## src/rtl/core/m4i_pkg.sv

```systemverilog
package m4i_pkg;

    localparam int ELEM_BITS_DEF = 16;
    localparam int THR_BITS      = 40;
    localparam int OUT_BITS      = 32;
    localparam int FRAC_SHIFT    = 25;
    localparam int QUO_BITS      = 33;
    localparam int N_TERMS       = 6;
    localparam logic [OUT_BITS-1:0] ONE_Q16 = 32'h0001_0000;

    typedef enum logic [2:0] {
        S_LOAD,
        S_COF,
        S_DET,
        S_DIV,
        S_OUT
    } t_state;

    typedef struct packed {
        logic [1:0] a;
        logic [1:0] b;
        logic [1:0] c;
        logic [1:0] d;
        logic [1:0] e;
        logic [1:0] f;
        logic       neg;
    } t_term;

    typedef struct packed {
        logic       start_cof;
        logic       start_div;
        logic [1:0] row;
        logic       sing;
    } t_lane_ctl;

    typedef struct packed {
        logic cof_done;
        logic div_done;
        logic clip;
    } t_lane_sts;

    function automatic t_term term_offs(input logic [2:0] t);
        t_term r;
        case (t)
            3'd0: r = '{2'd1, 2'd1, 2'd2, 2'd2, 2'd3, 2'd3, 1'b0};
            3'd1: r = '{2'd1, 2'd2, 2'd2, 2'd3, 2'd3, 2'd1, 1'b0};
            3'd2: r = '{2'd1, 2'd3, 2'd2, 2'd1, 2'd3, 2'd2, 1'b0};
            3'd3: r = '{2'd3, 2'd1, 2'd2, 2'd2, 2'd1, 2'd3, 1'b1};
            3'd4: r = '{2'd3, 2'd2, 2'd2, 2'd3, 2'd1, 2'd1, 1'b1};
            3'd5: r = '{2'd3, 2'd3, 2'd2, 2'd1, 2'd1, 2'd2, 1'b1};
            default: r = '{2'd1, 2'd1, 2'd2, 2'd2, 2'd3, 2'd3, 1'b0};
        endcase
        return r;
    endfunction

endpackage

```

## src/rtl/core/m4i_merge.sv

```systemverilog
module m4i_merge
    import m4i_pkg::*;
#(
    parameter int ELEM_BITS = ELEM_BITS_DEF
) (
    input  logic                          i_clk,
    input  logic                          i_rst_n,
    input  logic                          i_start,
    input  logic signed [3*ELEM_BITS+1:0] i_cof [4],
    input  logic signed [ELEM_BITS-1:0]   i_row0 [4],
    input  logic [THR_BITS-1:0]           i_thr,
    output logic                          o_done,
    output logic [4*ELEM_BITS+1:0]        o_adet,
    output logic                          o_det_neg,
    output logic                          o_sing
);

    localparam int E    = ELEM_BITS;
    localparam int CW   = 3 * E + 2;
    localparam int L    = CW / 2;
    localparam int DW   = 4 * E + 3;
    localparam int AW   = 4 * E + 2;
    localparam int CMPW = (AW > THR_BITS) ? AW : THR_BITS;

    logic                   r_busy, r_pv, r_done, r_neg, r_sing;
    logic [2:0]             r_step;
    logic signed [L+E:0]    r_plo;
    logic signed [CW-L+E-1:0] r_phi;
    logic signed [DW-1:0]   r_det;
    logic [AW-1:0]          r_adet;
    logic signed [CW-1:0]   cof;
    logic signed [E-1:0]    el;
    logic signed [DW-1:0]   term, det_abs;

    assign cof     = i_cof[r_step[1:0]];
    assign el      = i_row0[r_step[1:0]];
    assign term    = (DW'(r_phi) <<< L) + DW'(r_plo);
    assign det_abs = r_det[DW-1] ? -r_det : r_det;

    always_ff @(posedge i_clk) begin
        if (!i_rst_n) begin
            r_busy <= 1'b0;
            r_done <= 1'b0;
            r_pv   <= 1'b0;
        end else begin
            r_done <= 1'b0;
            if (i_start) begin
                r_busy <= 1'b1;
                r_step <= 3'd0;
                r_det  <= '0;
                r_pv   <= 1'b0;
            end else if (r_busy) begin
                if (r_step < 3'd4) begin
                    r_plo <= $signed({1'b0, cof[L-1:0]}) * el;
                    r_phi <= $signed(cof[CW-1:L]) * el;
                    r_pv  <= 1'b1;
                end else begin
                    r_pv  <= 1'b0;
                end
                if (r_pv) begin
                    r_det <= r_det + term;
                end
                r_step <= r_step + 3'd1;
                if (r_step == 3'd5) begin
                    r_adet <= det_abs[AW-1:0];
                    r_neg  <= r_det[DW-1];
                    r_sing <= CMPW'(det_abs[AW-1:0]) <= CMPW'(i_thr);
                    r_busy <= 1'b0;
                    r_done <= 1'b1;
                end
            end
        end
    end

    assign o_done    = r_done;
    assign o_adet    = r_adet;
    assign o_det_neg = r_neg;
    assign o_sing    = r_sing;

endmodule

```

## config.mk

```make
export PLATFORM = sky130hd
export DESIGN_NAME = m4i_merge
export DESIGN_NICKNAME = d
export VERILOG_FILES = /design/src/rtl/core/m4i_pkg.sv /design/src/rtl/core/m4i_merge.sv
export SDC_FILE = /design/constraint.sdc
export NUM_CORES = 2
export LEC_CHECK = 0
export BUFFER_PORTS_ARGS = -buffer_cell sky130_fd_sc_hd__buf_2
export CORE_MARGIN = 4
export CORE_UTILIZATION = 60
export DETAILED_ROUTE_END_ITERATION = 10
export GPL_TIMING_DRIVEN = 0
export PLACE_DENSITY_LB_ADDON = 0.2
export SLEW_MARGIN = 30
export SYNTH_ARGS = -nofsm -noshare
export SYNTH_HDL_FRONTEND = slang
export SYNTH_SLANG_ARGS = --single-unit
```

## constraint.sdc

```tcl
create_clock -name i_clk -period 10.26 [get_ports i_clk]
set_input_delay 2.052 -clock i_clk [delete_from_list [all_inputs] [get_ports i_clk]]
set_output_delay 2.052 -clock i_clk [all_outputs]
set_load 0.05 [all_outputs]
```

## Word level (Yosys, flattened, before mapping)

Index checks and enable logic that the tools add are counted.

- Order comparisons: 3
- Add/sub/neg operators: 4
- Bitwise operators: 4
- Divide/modulo/power cells: 0
- Muxes and demuxes: 15
- Multiply operators: 2
- Reduce and logical (&&, ||, !) cells: 8
- Shift-type cells: 0
- Eq/ne operators: 1

Operators with widths:

| cell | number |
|---|---|
| $mux 67 | 2 |
| $bmux 50 s2 | 1 |
| $mux 50 | 2 |
| $add 66x42->67 | 1 |
| $add 67x67->67 | 1 |
| $le 66x40->1 | 1 |
| $mux 66 | 1 |
| $neg 66->66 | 1 |
| $mul 26x16->42 | 1 |
| $mul 25x16->41 | 1 |
| $bmux 16 s2 | 1 |
| $mux 16 | 2 |
| $reduce_and 4->1 | 2 |
| $mux 1 | 5 |
| $reduce_bool 2->1 | 2 |
| $add 3x1->3 const B | 1 |
| $eq 3x3->1 const B | 1 |
| $ge 3x3->1 const B | 1 |
| $lt 3x3->1 const B | 1 |
| $mux 3 | 1 |
| $not 1->1 | 3 |
| $not 2->3 | 1 |
| $reduce_and 3->1 | 1 |
| $reduce_or 3->1 | 1 |
| other kinds (2) | 2 |

- Memories: 0
- Memory bits (read-only): 0
- RAM bits: 0
- Input port bits: 307
- Flip-flop bits (word level): 224
- Bits in latches: 0

## Logic depth before layout (Yosys ltp)

- Word-level depth: 5
- Gate-level depth with buffers: 31
- Depth with buffers taken out: 27

## Worst setup path after synthesis

Ideal clock, no wire load.

- Path type: input to register
- Start: in i_row0[31] (netlist bit)
- End: reg r_phi[40], data pin
- Path buffers: 2
- Data required time: 10.103 ns
- Data arrival time: 8.657 ns
- Setup slack: 1.446 ns
- Stages on the path: 23
- Cell sequence: mux2_2 o21ai_0 clkbuf_1 clkbuf_1 nor2_1 fa_1 fa_1 fa_1 fa_1 fa_1 inv_1 fa_1 inv_1 ha_1 a21o_1 a21o_1 a221o_1 a221o_1 a31o_2 a22oi_1 o311ai_0 and4_1 nor3_1

- Longest elaborated chain between the ends: 4

RTL lines:

| what | line | source |
|---|---|---|
| start, declared | m4i_merge.sv:10 | `input logic signed [ELEM_BITS-1:0] i_row0 [4],` |
| $bmux 16 s2 | m4i_merge.sv:36 | `assign el = i_row0[r_step[1:0]];` |
| $mux 16 (implied by the code) (2 in series) | m4i_merge.sv:36 |  |
| $mul 25x16->41 | m4i_merge.sv:55 | `r_phi <= $signed(cof[CW-1:L]) * el;` |
| end signal, assigned | m4i_merge.sv:55 |  |
| end, declared | m4i_merge.sv:28 | `logic signed [CW-L+E-1:0] r_phi;` |

No other way between the ends. The select of a mux whose other input is x is not followed.
A chain may end at the register's enable or synchronous reset.

## Final worst setup path

- Start: reg r_step[0]
- End: reg r_phi[40], data pin

- Longest elaborated chain between the ends: 5
- Elaborated cells between the ends (all ways): 8
- Classes of those cells: 1 x mul; 6 x mux; 1 x bitwise

RTL lines:

| what | line | source |
|---|---|---|
| start, declared | m4i_merge.sv:26 | `logic [2:0] r_step;` |
| start signal, assigned | m4i_merge.sv:63 | `r_step <= r_step + 3'd1;` |
| $not 2->3 (implied by the code) * | m4i_merge.sv:35, m4i_merge.sv:36 |  |
| $bmux 50 s2 or $bmux 16 s2 (tied branches) | m4i_merge.sv:35, m4i_merge.sv:36 |  |
| $mux 50 (implied by the code) or $mux 16 (tied branches) (2 in series) | m4i_merge.sv:35, m4i_merge.sv:36 |  |
| $mul 25x16->41 * | m4i_merge.sv:55 |  |

Every way passes the cells marked *; elsewhere a longest branch is shown, timed or not. The select of a mux whose other input is x is not followed.

==> impl_metrics.json <==
{
  "cpMostUsedCell": "fa_1",
  "crit_path_max_fanout": 10,
  "vias": 35300,
  "nets": 6547,
  "path_class": "register to register",
  "multiInputGateArea_um2": 32800,
  "path_delay_family": "adder cells",
  "syn_to_final_growth_pct": 9.29,
  "cts.sinks": 224,
  "cp.arrival_ns": 10.27,
  "yosys_warnings": 0,
  "ctsHoldBuffers": 0,
  "drt_pre_antenna_iters": 6,
  "grt_usage_pct": 34.4,
  "cpPeakStageDelay_ns": 0.65,
  "core_area_um2": 71700,
  "netlist_area_um2": 43600,
  "cp_num_buf_inv": 8,
  "syn_avg_cell_area_um2": 9.25,
  "cts_made_buffers": 19,
  "syn_inst": 4710,
  "final_max_slew_viol_count": 0,
  "rsz0062_at_grt": "true",
  "cts.path.max_buffers": 3,
  "yosysTopAreaCell": "fa_1",
  "cts_tree": "yes",
  "wirelength_um": 133000,
  "fin_skew_ns": 0.0157,
  "grt-ovfl-total": 0,
  "grt_max_degree": 28,
  "floorplan.initialDensity_pct": 60.8,
  "ios": 376,
  "hold_viol": 0,
  "cp-end-kind": "register",
  "worst_ep_required_time_ns": 10.56,
  "ctsResizeCount": 6,
  "ys_ff_latch": 224,
  "dieWidth_um": 278,
  "grt_first_pass_wirelength_um": 204000,
  "worstMarginPinSlew_ns": 1.07,
  "root_buffer": "clkbuf_16",
  "synth.distinct_cells": 77,
  "worst_setup_path_start_kind": "register",
  "hp-class": "register to register",
  "die_y_um": 278,
  "port_buffers": 375,
  "viasPerCell": 5.80,
  "grt_pass1_vias": 36100,
  "drv_cap": 0,
  "ys_async_sr_fraction_pct": 0,
  "dp_hpwl_um": 113000,
  "finalCriticalPeriod_ns": 9.97,
  "antenna_left": 0,
  "antenna_found_initial": 4,
  "synth_area_leaders": "fa_1, edfxtp_1, ha_1",
  "fin_hold_ws_ns": 0.543,
  "drive_gt1_share_pct": 11.1,
  "post-route-period-util_pct": 97.2,
  "synth_flop_cell": "edfxtp_1",
  "cts.clk_slew.worst_paths_ns": 0.07,
  "place.gp.congestion": 1.03,
  "clock.fmax_ghz": 0.100,
  "wl_per_cell_um": 21.9,
  "rows": 98,
  "synth-edff-count": 221,
  "finalSetupViolations": 0,
  "cts_setup_buffers": 0,
  "n_fill_cell": 6011,
  "yosysTopAreaCellShare_pct": 34.4,
  "ff_latch_area_um2": 6700,
  "outcome": "complete, no violations",
  "ys_seq_area_share_pct": 15.4,
  "insertion_delay_ns": 0.52,
  "drc": 0,
  "slew_headroom_pct": 27.7,
  "critPathSlowestCell": "edfxtp_1",
  "htree_levels": 1,
  "dieArea_um2": 77000,
  "syn-num-nets": 6141,
  "dr.first_iter.drc_count": 2921
}
state kept, by name (all words and copies together) (netlist names):
register,cells
r_busy,1
o_det_neg,1
r_pv,1
r_det,67
r_step,3
r_phi,41
o_adet,66
o_sing,1
o_done,1
r_plo,42
final timing paths:
| kind | to | slack, ns | start | cells after the start |
|---|---|---|---|---|
| max reg2reg | r_phi[40] | 0.29 | r_step[0] | 26 |
| max | r_phi[40] | 0.29 | r_step[0] | 26 |
| min reg2reg | r_pv | 0.54 | r_pv | 1 |
| min | r_pv | 0.54 | r_pv | 1 |
placed cells by master (no fill, tap or decap), types with 31 or more instances in the layout:
master,count
nor2b_1,31
o31ai_1,32
nand2_1,578
fa_1,750
and2_1,84
inv_1,930
mux2i_1,42
nor3_1,31
a21oi_1,151
buf_2,380
mux2_2,45
o21a_1,54
nand4_1,38
clkbuf_1,142
ha_1,374
edfxtp_1,221
xor2_1,48
nor2_1,416
o21ai_0,108
a21o_1,85
xnor2_1,153
cell type report:
cell class              instances  share of cell area [%]
diodes                          3                  0.0158
plain buffers                 180                    1.54
clock buffers                  22                    1.02
clock inverters                12                   0.223
inverters                     930                    7.33
multi-input cells            3374                    68.8
flip-flops and latches        224                    14.1
well taps                     950                    2.50
repair buffers                387                    4.50
logic make-up after synthesis:
group,synth area share (%)
and+or+nand+nor,13.3
AOI/OAI and AO/OA,9.12
buffers and inverters,9.58
adders and majority gates,45.2
muxes,3.37
xor gates and xnor gates,4.04
DFF,15.4
cells in the mapped netlist (32+ instances only):
library cell / number
a21o_1: 85
nand2_1: 578
nor2_1: 419
fa_1: 750
mux2i_1: 42
edfxtp_1: 221
ha_1: 374
o21a_1: 55
o21ai_1: 36
and2_1: 84
xor2_1: 48
clkbuf_1: 164
inv_1: 930
a21oi_1: 151
xnor2_1: 153
o31ai_1: 32
nand4_1: 38
o21ai_0: 111
mux2_2: 45
through the flow:
stage	utilization, %	cells	instance area, um2	setup TNS, ns	worst slack, ns
2_1_floorplan	-	4710	43600	0	1.45
3_3_place_gp	65.0	6035	46600	-5.61	-0.623
3_5_place_dp	65.5	6047	47000	-0.914	-0.232
4_1_cts	66.4	6081	47600	0	0.0423
5_1_grt	66.4	6081	47600	-0.00581	-0.00581
6_report	66.4	6082	47600	0	0.291
metal layers:
layer | vias up | track usage, % | share of wire, %
met5 | - | 0 | 0.012
met4 | 2 | 17.0 | 6.4
met3 | 383 | 8.53 | 11
met2 | 1992 | 53.5 | 44
met1 | 17200 | 45.4 | 39
li1 | 15800 | - | -
Power is left out: the tool's default activity adds up to more than one toggle a clock period on the data nets, which glitch-free logic cannot reach.
