`src/rtl/core/m4i_pkg.sv`:
```
package m4i_pkg;

    localparam int ELEM_BITS_DEF = 16;
    localparam int THR_BITS      = 40;
    localparam int OUT_BITS      = 32;
    localparam int FRAC_SHIFT    = 25;
    localparam int QUO_BITS      = 33;
    localparam int N_TERMS       = 6;
    localparam logic [OUT_BITS-1:0] ONE_Q16 = 32'h0001_0000;

    typedef enum logic [2:0] {
        S_LOAD,
        S_COF,
        S_DET,
        S_DIV,
        S_OUT
    } t_state;

    typedef struct packed {
        logic [1:0] a;
        logic [1:0] b;
        logic [1:0] c;
        logic [1:0] d;
        logic [1:0] e;
        logic [1:0] f;
        logic       neg;
    } t_term;

    typedef struct packed {
        logic       start_cof;
        logic       start_div;
        logic [1:0] row;
        logic       sing;
    } t_lane_ctl;

    typedef struct packed {
        logic cof_done;
        logic div_done;
        logic clip;
    } t_lane_sts;

    function automatic t_term term_offs(input logic [2:0] t);
        t_term r;
        case (t)
            3'd0: r = '{2'd1, 2'd1, 2'd2, 2'd2, 2'd3, 2'd3, 1'b0};
            3'd1: r = '{2'd1, 2'd2, 2'd2, 2'd3, 2'd3, 2'd1, 1'b0};
            3'd2: r = '{2'd1, 2'd3, 2'd2, 2'd1, 2'd3, 2'd2, 1'b0};
            3'd3: r = '{2'd3, 2'd1, 2'd2, 2'd2, 2'd1, 2'd3, 1'b1};
            3'd4: r = '{2'd3, 2'd2, 2'd2, 2'd3, 2'd1, 2'd1, 1'b1};
            3'd5: r = '{2'd3, 2'd3, 2'd2, 2'd1, 2'd1, 2'd2, 1'b1};
            default: r = '{2'd1, 2'd1, 2'd2, 2'd2, 2'd3, 2'd3, 1'b0};
        endcase
        return r;
    endfunction

endpackage

```
`src/rtl/core/m4i_lane.sv`:
```
module m4i_lane
    import m4i_pkg::*;
#(
    parameter int         ELEM_BITS = ELEM_BITS_DEF,
    parameter logic [1:0] LANE      = 2'd0
) (
    input  logic                          i_clk,
    input  logic                          i_rst_n,
    input  logic signed [ELEM_BITS-1:0]   i_mat [4][4],
    input  t_lane_ctl                     i_ctl,
    input  logic [4*ELEM_BITS+1:0]        i_adet,
    input  logic                          i_det_neg,
    output t_lane_sts                     o_sts,
    output logic [OUT_BITS-1:0]           o_val,
    output logic signed [3*ELEM_BITS+1:0] o_cof [4]
);

    localparam int E  = ELEM_BITS;
    localparam int PW = 2 * E;
    localparam int TW = 3 * E;
    localparam int CW = 3 * E + 2;
    localparam int QW = 4 * E + 36;
    localparam int KW = $clog2(QUO_BITS + 1);

    t_term                tm;
    logic [1:0]           ra, rb, rc, ca, cb, cc;
    logic signed [E-1:0]  op_a, op_b, op_c;
    logic signed [TW-1:0] prod3;
    logic signed [CW-1:0] acc_next;

    logic                 r_cbusy, r_cdone, r_sub;
    logic [1:0]           r_j;
    logic [2:0]           r_t;
    logic signed [PW-1:0] r_p;
    logic signed [CW-1:0] r_acc;
    logic signed [CW-1:0] r_cof [4];

    logic signed [CW-1:0] cof_sel, cof_mag;
    logic [QW-1:0]        n_ext, d2;
    logic                 r_dbusy, r_ddone, r_ovf, r_neg, r_sing;
    logic [1:0]           r_row;
    logic [KW-1:0]        r_cnt;
    logic [QW-1:0]        r_rem, r_dsh;
    logic [QUO_BITS-1:0]  r_q;
    logic [QUO_BITS:0]    mag;
    logic [OUT_BITS-1:0]  val;
    logic                 clip;

    assign tm   = term_offs(r_t);
    assign ra   = LANE + tm.a;
    assign rb   = LANE + tm.c;
    assign rc   = LANE + tm.e;
    assign ca   = r_j + tm.b;
    assign cb   = r_j + tm.d;
    assign cc   = r_j + tm.f;
    assign op_a = i_mat[ra][ca];
    assign op_b = i_mat[rb][cb];
    assign op_c = i_mat[rc][cc];
    assign prod3    = r_p * op_c;
    assign acc_next = tm.neg ? (r_acc - CW'(prod3)) : (r_acc + CW'(prod3));

    always_ff @(posedge i_clk) begin
        if (!i_rst_n) begin
            r_cbusy <= 1'b0;
            r_cdone <= 1'b0;
        end else begin
            r_cdone <= 1'b0;
            if (i_ctl.start_cof) begin
                r_cbusy <= 1'b1;
                r_j     <= 2'd0;
                r_t     <= 3'd0;
                r_sub   <= 1'b0;
                r_acc   <= '0;
            end else if (r_cbusy) begin
                if (!r_sub) begin
                    r_p   <= op_a * op_b;
                    r_sub <= 1'b1;
                end else begin
                    r_sub <= 1'b0;
                    if (r_t == 3'(N_TERMS - 1)) begin
                        r_cof[r_j] <= (LANE[0] ^ r_j[0]) ? -acc_next : acc_next;
                        r_acc      <= '0;
                        r_t        <= 3'd0;
                        if (r_j == 2'd3) begin
                            r_cbusy <= 1'b0;
                            r_cdone <= 1'b1;
                        end else begin
                            r_j <= r_j + 2'd1;
                        end
                    end else begin
                        r_acc <= acc_next;
                        r_t   <= r_t + 3'd1;
                    end
                end
            end
        end
    end

    assign cof_sel = r_cof[i_ctl.row];
    assign cof_mag = cof_sel[CW-1] ? -cof_sel : cof_sel;
    assign n_ext   = (QW'($unsigned(cof_mag)) << FRAC_SHIFT) + QW'(i_adet);
    assign d2      = QW'(i_adet) << 1;

    always_ff @(posedge i_clk) begin
        if (!i_rst_n) begin
            r_dbusy <= 1'b0;
            r_ddone <= 1'b0;
        end else begin
            r_ddone <= 1'b0;
            if (i_ctl.start_div) begin
                r_dbusy <= 1'b1;
                r_rem   <= n_ext;
                r_dsh   <= d2 << (QUO_BITS - 1);
                r_ovf   <= n_ext >= (d2 << QUO_BITS);
                r_cnt   <= KW'(QUO_BITS);
                r_q     <= '0;
                r_neg   <= cof_sel[CW-1] ^ i_det_neg;
                r_row   <= i_ctl.row;
                r_sing  <= i_ctl.sing;
            end else if (r_dbusy) begin
                if (r_rem >= r_dsh) begin
                    r_rem <= r_rem - r_dsh;
                    r_q   <= {r_q[QUO_BITS-2:0], 1'b1};
                end else begin
                    r_q   <= {r_q[QUO_BITS-2:0], 1'b0};
                end
                r_dsh <= r_dsh >> 1;
                r_cnt <= r_cnt - KW'(1);
                if (r_cnt == KW'(1)) begin
                    r_dbusy <= 1'b0;
                    r_ddone <= 1'b1;
                end
            end
        end
    end

    always_comb begin
        mag  = r_ovf ? {1'b1, {QUO_BITS{1'b0}}} : {1'b0, r_q};
        clip = 1'b0;
        if (!r_neg && mag > (QUO_BITS+1)'(32'h7FFF_FFFF)) begin
            mag  = (QUO_BITS+1)'(32'h7FFF_FFFF);
            clip = 1'b1;
        end else if (r_neg && mag > (QUO_BITS+1)'(32'h8000_0000)) begin
            mag  = (QUO_BITS+1)'(32'h8000_0000);
            clip = 1'b1;
        end
        val = r_neg ? (OUT_BITS'(0) - mag[OUT_BITS-1:0]) : mag[OUT_BITS-1:0];
        if (r_sing) begin
            val  = (r_row == LANE) ? ONE_Q16 : '0;
            clip = 1'b0;
        end
    end

    assign o_val        = val;
    assign o_sts.cof_done = r_cdone;
    assign o_sts.div_done = r_ddone;
    assign o_sts.clip     = clip;
    assign o_cof        = r_cof;

endmodule

```
`config.mk`:
```
export PLATFORM = sky130hd
export DESIGN_NAME = m4i_lane
export DESIGN_NICKNAME = d
export VERILOG_FILES = /design/src/rtl/core/m4i_pkg.sv /design/src/rtl/core/m4i_lane.sv
export SDC_FILE = /design/constraint.sdc
export NUM_CORES = 2
export LEC_CHECK = 0
export BUFFER_PORTS_ARGS = -buffer_cell sky130_fd_sc_hd__buf_2
export CELL_PAD_IN_SITES_DETAIL_PLACEMENT = 1
export CELL_PAD_IN_SITES_GLOBAL_PLACEMENT = 2
export CORE_UTILIZATION = 40
export DETAILED_ROUTE_END_ITERATION = 10
export GPL_TIMING_DRIVEN = 0
export PLACE_DENSITY = 0.81
export REMOVE_ABC_BUFFERS = 1
export SYNTH_ARGS = -nofsm -noshare
export SYNTH_HDL_FRONTEND = slang
export SYNTH_SLANG_ARGS = --single-unit
```
`constraint.sdc`:
```
create_clock -name i_clk -period 18.5 [get_ports i_clk]
set_input_delay 5.55 -clock i_clk [delete_from_list [all_inputs] [get_ports i_clk]]
set_output_delay 5.55 -clock i_clk [all_outputs]
set_load 0.03 [all_outputs]
```
== Yosys cells after proc, flatten, opt, wreduce, memory -nomap -nowiden ==
Index checks and enable logic that the tools add are counted.
W data, S select, Z words.
Storage, ports and cells
  flip-flop bits (word level): 535
  bits in latches: 0
  memory bits (writable): 0
  ROM bits: 0
  bits of input ports: 330
  output and inout port bits: 235
  logic and storage cells: 160
  memories kept: 0
Cells by class
  add/subtract/negate cells: 13
  multipliers: 2
  divide/modulo/power cells: 0
  magnitude comparators: 13
  equality and inequality tests: 8
  shifts and indexed selects: 0
  mux-type cells: 67
  bitwise operators: 15
  reductions and logical operators: 20
Operator list (count)
  $mux W50: 9
  $bmux W64 S2: 3
  $mux W64: 6
  $mux W100: 3
  $bwmux W200: 1
  $mux W99: 2
  $mux W32: 4
  $bmux W50 S2: 1
  $demux W50 S2: 1
  $ge A100 B99 Y1: 1
  $ge A76 B100 Y1: 1
  $neg A50 Y50: 2
  $sub A100 B99 Y100: 1
  $bmux W16 S2: 3
  $mux W16: 6
  $add A75 B66 Y76: 1
  $pmux W13 S5: 1
  $add A50 B48 Y50: 1
  $sub A50 B48 Y50: 1
  $mul A32 B16 Y48: 1
  $gt A34 B31 Y1 const B: 1
  $gt A34 B32 Y1 const B: 1
  $mux W34: 1
  $mux W33: 1
  32 further kinds: 85

== Depth between registers and ports, before layout ==
  depth in word-level cells: 15
  gate-level depth with buffers: 54
  depth with buffers taken out: 49

== Worst setup path before layout ==
Ideal clock, no wire load.
  path kind: input to register
  from: input i_mat[175] (netlist name)
  to: register r_cof (netlist bit o_cof[149]), data pin
  setup time: 0.275 ns
  data arrival time: 16.353 ns
  data required time: 18.225 ns
  path slack: 1.872 ns
  stages: 40
  path buffers: 2
  cells stage by stage: mux4_2 -> mux2i_1 -> clkbuf_1 -> nor2_1 -> fa_1 -> fa_1 -> fa_1 -> fa_1 -> fa_1 -> inv_1 -> fa_1 -> inv_1 -> ha_1 -> clkbuf_1 -> a21o_1 -> a221o_1 -> a21oi_1 -> o31ai_1 -> (+4 left out) -> nand2_1 -> or4_1 -> o31ai_1 -> xor2_1 -> ha_1 -> a21oi_1 -> nand2_1 -> a21oi_1 -> o21ai_0 -> a21o_1 -> a21oi_1 -> a21oi_1 -> o21ai_0 -> nand3_1 -> or4_1 -> nand3b_1 -> o31ai_1 -> xnor2_1
Between the ends
  word-level cells in the longest chain between the ends: 12
  elaborated cells on any way between the ends: 13
  those cells by class: 3 x add/sub; 1 x mul; 9 x mux
Ends and longest elaborated chain
  start, declared: RTL line m4i_lane.sv:9  | input logic signed [ELEM_BITS-1:0] i_mat [4][4],
  $bmux W64 S2 *: RTL line m4i_lane.sv:58  | assign op_c = i_mat[rc][cc];
  $mux W64 (not written as such) * (2 in a row): RTL line m4i_lane.sv:58
  $bmux W16 S2 *: RTL line m4i_lane.sv:58
  $mux W16 (not written as such) * (2 in a row): RTL line m4i_lane.sv:58
  $mul A32 B16 Y48 *: RTL line m4i_lane.sv:59  | assign prod3 = r_p * op_c;
  $add A50 B48 Y50 or $sub A50 B48 Y50 (tied branches): RTL line m4i_lane.sv:60  | assign acc_next = tm.neg ? (r_acc - CW'(prod3)) : (r_acc + CW'(prod3));
  $mux W50 *: RTL line m4i_lane.sv:60
  $neg A50 Y50: RTL line m4i_lane.sv:81  | r_cof[r_j] <= (LANE[0] ^ r_j[0]) ? -acc_next : acc_next;
  $mux W50 *: RTL line m4i_lane.sv:81
  $bwmux W200 *: RTL line m4i_lane.sv:81
  end signal, assigned by index: RTL line m4i_lane.sv:81
  end, declared: RTL line m4i_lane.sv:36  | logic signed [CW-1:0] r_cof [4];
Mark *: on every way between the ends. The rest lies on a longest branch, timed or not. The select of a mux whose other input is x is not followed.
A chain may end at the register's enable or synchronous reset.

== Final worst setup path ==
  from: input i_mat[150] (netlist name)
  to: register r_cof (netlist bit o_cof[147]), data pin
The elaborated chain is that of the path after synthesis.

==> results_dict.tcl <==
set metrics [dict create \
    outcome "finished clean" \
    report.final.slew_viol_count 0 \
    grt_usage 0.2796 \
    die_h_um 413.3 \
    grt_overflow_total 0 \
    synth_warnings 0 \
    finalSetupViolCount 0 \
    yosys.cell_types.count 105 \
    grt_max_degree 164 \
    final_common_cell "inv_1" \
    cp-start-kind "input pin" \
    first_pass_iters 6 \
    clock-skew-final_ns 0.07474 \
    drive_above_1_share 0.1235 \
    nets 8995 \
    hold_violations 0 \
    critPathBufInv 5 \
    period_needed_ns 17.94 \
    root_buffer "clkbuf_16" \
    grt_pass1_vias 58580 \
    clock_latency_ns 0.71 \
    final_core_util 0.4490 \
    die_area_sq_um 170800 \
    maxCapViolations 0 \
    cts.htree.levels 3 \
    port_buffers 500 \
    viasPerCell 5.645 \
    die_w_um 413.3 \
    hpwl_um 194500 \
    antenna_found_initial 7 \
    crit_required_ns 18.94 \
    post_cts_buffers 0 \
    drtIter0Drc 3690 \
    ys_ff_latch 535 \
    syn2layout_area_growth_pct 11.20 \
    max_slew_margin 0.05593 \
    numClockSinks 535 \
    fin_crit_sh 0.9699 \
    max_freq_mhz 55.73 \
    ys.flop_type "edfxtp_1" \
    clk_pin_slew_ns 0.06 \
    rows 150 \
    async_flop_share 0 \
    post_cts_resized 1 \
    initial_core_util 0.4037 \
    cts_buffers 71 \
    io_pins 565 \
    min-delay-path-class "reg -> reg" \
    wl_per_cell_um 24.72 \
    path_class "in -> reg" \
    synth_edf_count 531 \
    synth-seq-area-share 0.2368 \
    worst_pin_slew_ns 1.377 \
    rsz0062_at_grt "false" \
    cts_tree "done" \
    endpoint_kind "register" \
    final_antenna_net_count 0 \
    cp_top_family "adder cells" \
    num_vias 54940 \
    hold_buffers 0 \
    cp_slowest_stage_delay_ns 0.74 \
    synthCells 7158 \
    gp_congestion 0.9275 \
    critPathSlowestCell "or4b_1" \
    syn_area_sq_um 67660 \
    drcViolationCount 0 \
    critPathMostFrequentCell "fa_1" \
    clock_tree.buffer_depth 3 \
    grt_pass1_wl_um 361100 \
    mostFrequentLayoutCells "inv_1 (1068), fa_1 (752), nand2_1 (731), edfxtp_1 (531), buf_2 (497)" \
    synth.avg_cell_area_sq_um 9.453 \
    arrival_ns 18.38 \
    drt-total-wl_um 240600 \
    core_area_sq_um 167600 \
    path_max_fanout 32 \
]
path summary, 6_finish.rpt:
check,start,endpoint,slack (ns),cells past startpoint
max,i_mat[150],o_cof[147],0.56,38
min,r_dbusy,r_ddone,0.49,2
max reg2reg,r_t[1],o_cof[147],2.77,47
min reg2reg,r_dbusy,r_ddone,0.49,2
worst min-delay path, stage by stage, from the launching register on:
cell,delay (ns)
dfxtp_1,0.31
nand2_1,0.08
nor3_1,0.06
flip-flops by register name, summed over array words and instances, names as in the netlist:
signal and flops:
r_j 2, r_q 33, r_dsh 99, r_acc 50
r_dbusy 1, r_cbusy 1, r_sing 1, r_ddone 1
o_cof 200, r_ovf 1, r_sub 1, r_p 32
r_t 3, r_cdone 1, r_row 2, r_cnt 6
r_neg 1, r_rem 100
synth_stat cells, types with 67 or more instances:
| master | n | area [sq um] |
|---|---|---|
| clkbuf_1 | 281 | 1055 |
| xnor2_1 | 269 | 2356 |
| inv_1 | 1070 | 4016 |
| o21ai_0 | 331 | 1657 |
| nand2_1 | 731 | 2744 |
| fa_1 | 752 | 15050 |
| edfxtp_1 | 531 | 15950 |
| nor2b_1 | 129 | 807.0 |
| a21oi_1 | 369 | 1847 |
| xor2_1 | 133 | 1165 |
| nor3_1 | 67 | 335.3 |
| mux4_2 | 122 | 2748 |
| nand3_1 | 74 | 370.4 |
| and2_1 | 232 | 1451 |
| nand4_1 | 78 | 488.0 |
| a21o_1 | 204 | 1531 |
| ha_1 | 444 | 5555 |
| nor2_1 | 480 | 1802 |
logic make-up (layout without fill, tap and decap cells):
family,Yosys count,in the layout,share of synthesized area
flip-flops,535,535,0.2368
other,1,7,0.00005542
AND/OR/NAND/NOR,2102,2102,0.1509
adder cells (fa/ha/maj),1196,1196,0.3046
multiplexers,203,203,0.05353
AO/OA/AOI/OAI,1342,1342,0.1245
buffers and inverters,1376,1741,0.07720
XOR/XNOR,403,403,0.05237
layer usage:
| metal | track usage | share of wire | wire (um) | vias to the layer above |
|---|---|---|---|---|
| li1 | - | - | - | 24690 |
| met1 | 0.3621 | 0.42 | 100800 | 28270 |
| met2 | 0.4720 | 0.48 | 115500 | 1571 |
| met3 | 0.04029 | 0.058 | 14010 | 400 |
| met4 | 0.1055 | 0.042 | 10220 | 4 |
| met5 | 0 | 0.000087 | 21 | - |
cell type report:
type,count,area (sq um)
fill,19160,92350
multi-input combinational,5247,46680
sequential,535,16030
inverter,1073,4033
timing repair buffer,541,3356
tap,2204,2758
clock buffer,80,1810
clock inverter,47,561.8
antenna,6,15.01
through the flow:
stage,std cells,TNS (ns),hold WS [ns],worst slack [ns],area (sq um)
after floorplan,6855,0,0.4175,1.208,66470
after global placement,9559,-645.28,0.4697,-4.591,71730
after detailed placement,9599,-15.00,0.4633,-0.7320,72730
after CTS,9726,0,0.4971,0.1268,75110
after global routing,9728,0,0.5178,0.03686,75230
final,9733,0,0.4924,0.5565,75240
Power is left out: the tool's default activity adds up to more than one toggle a clock period on the data nets, which glitch-free logic cannot reach.
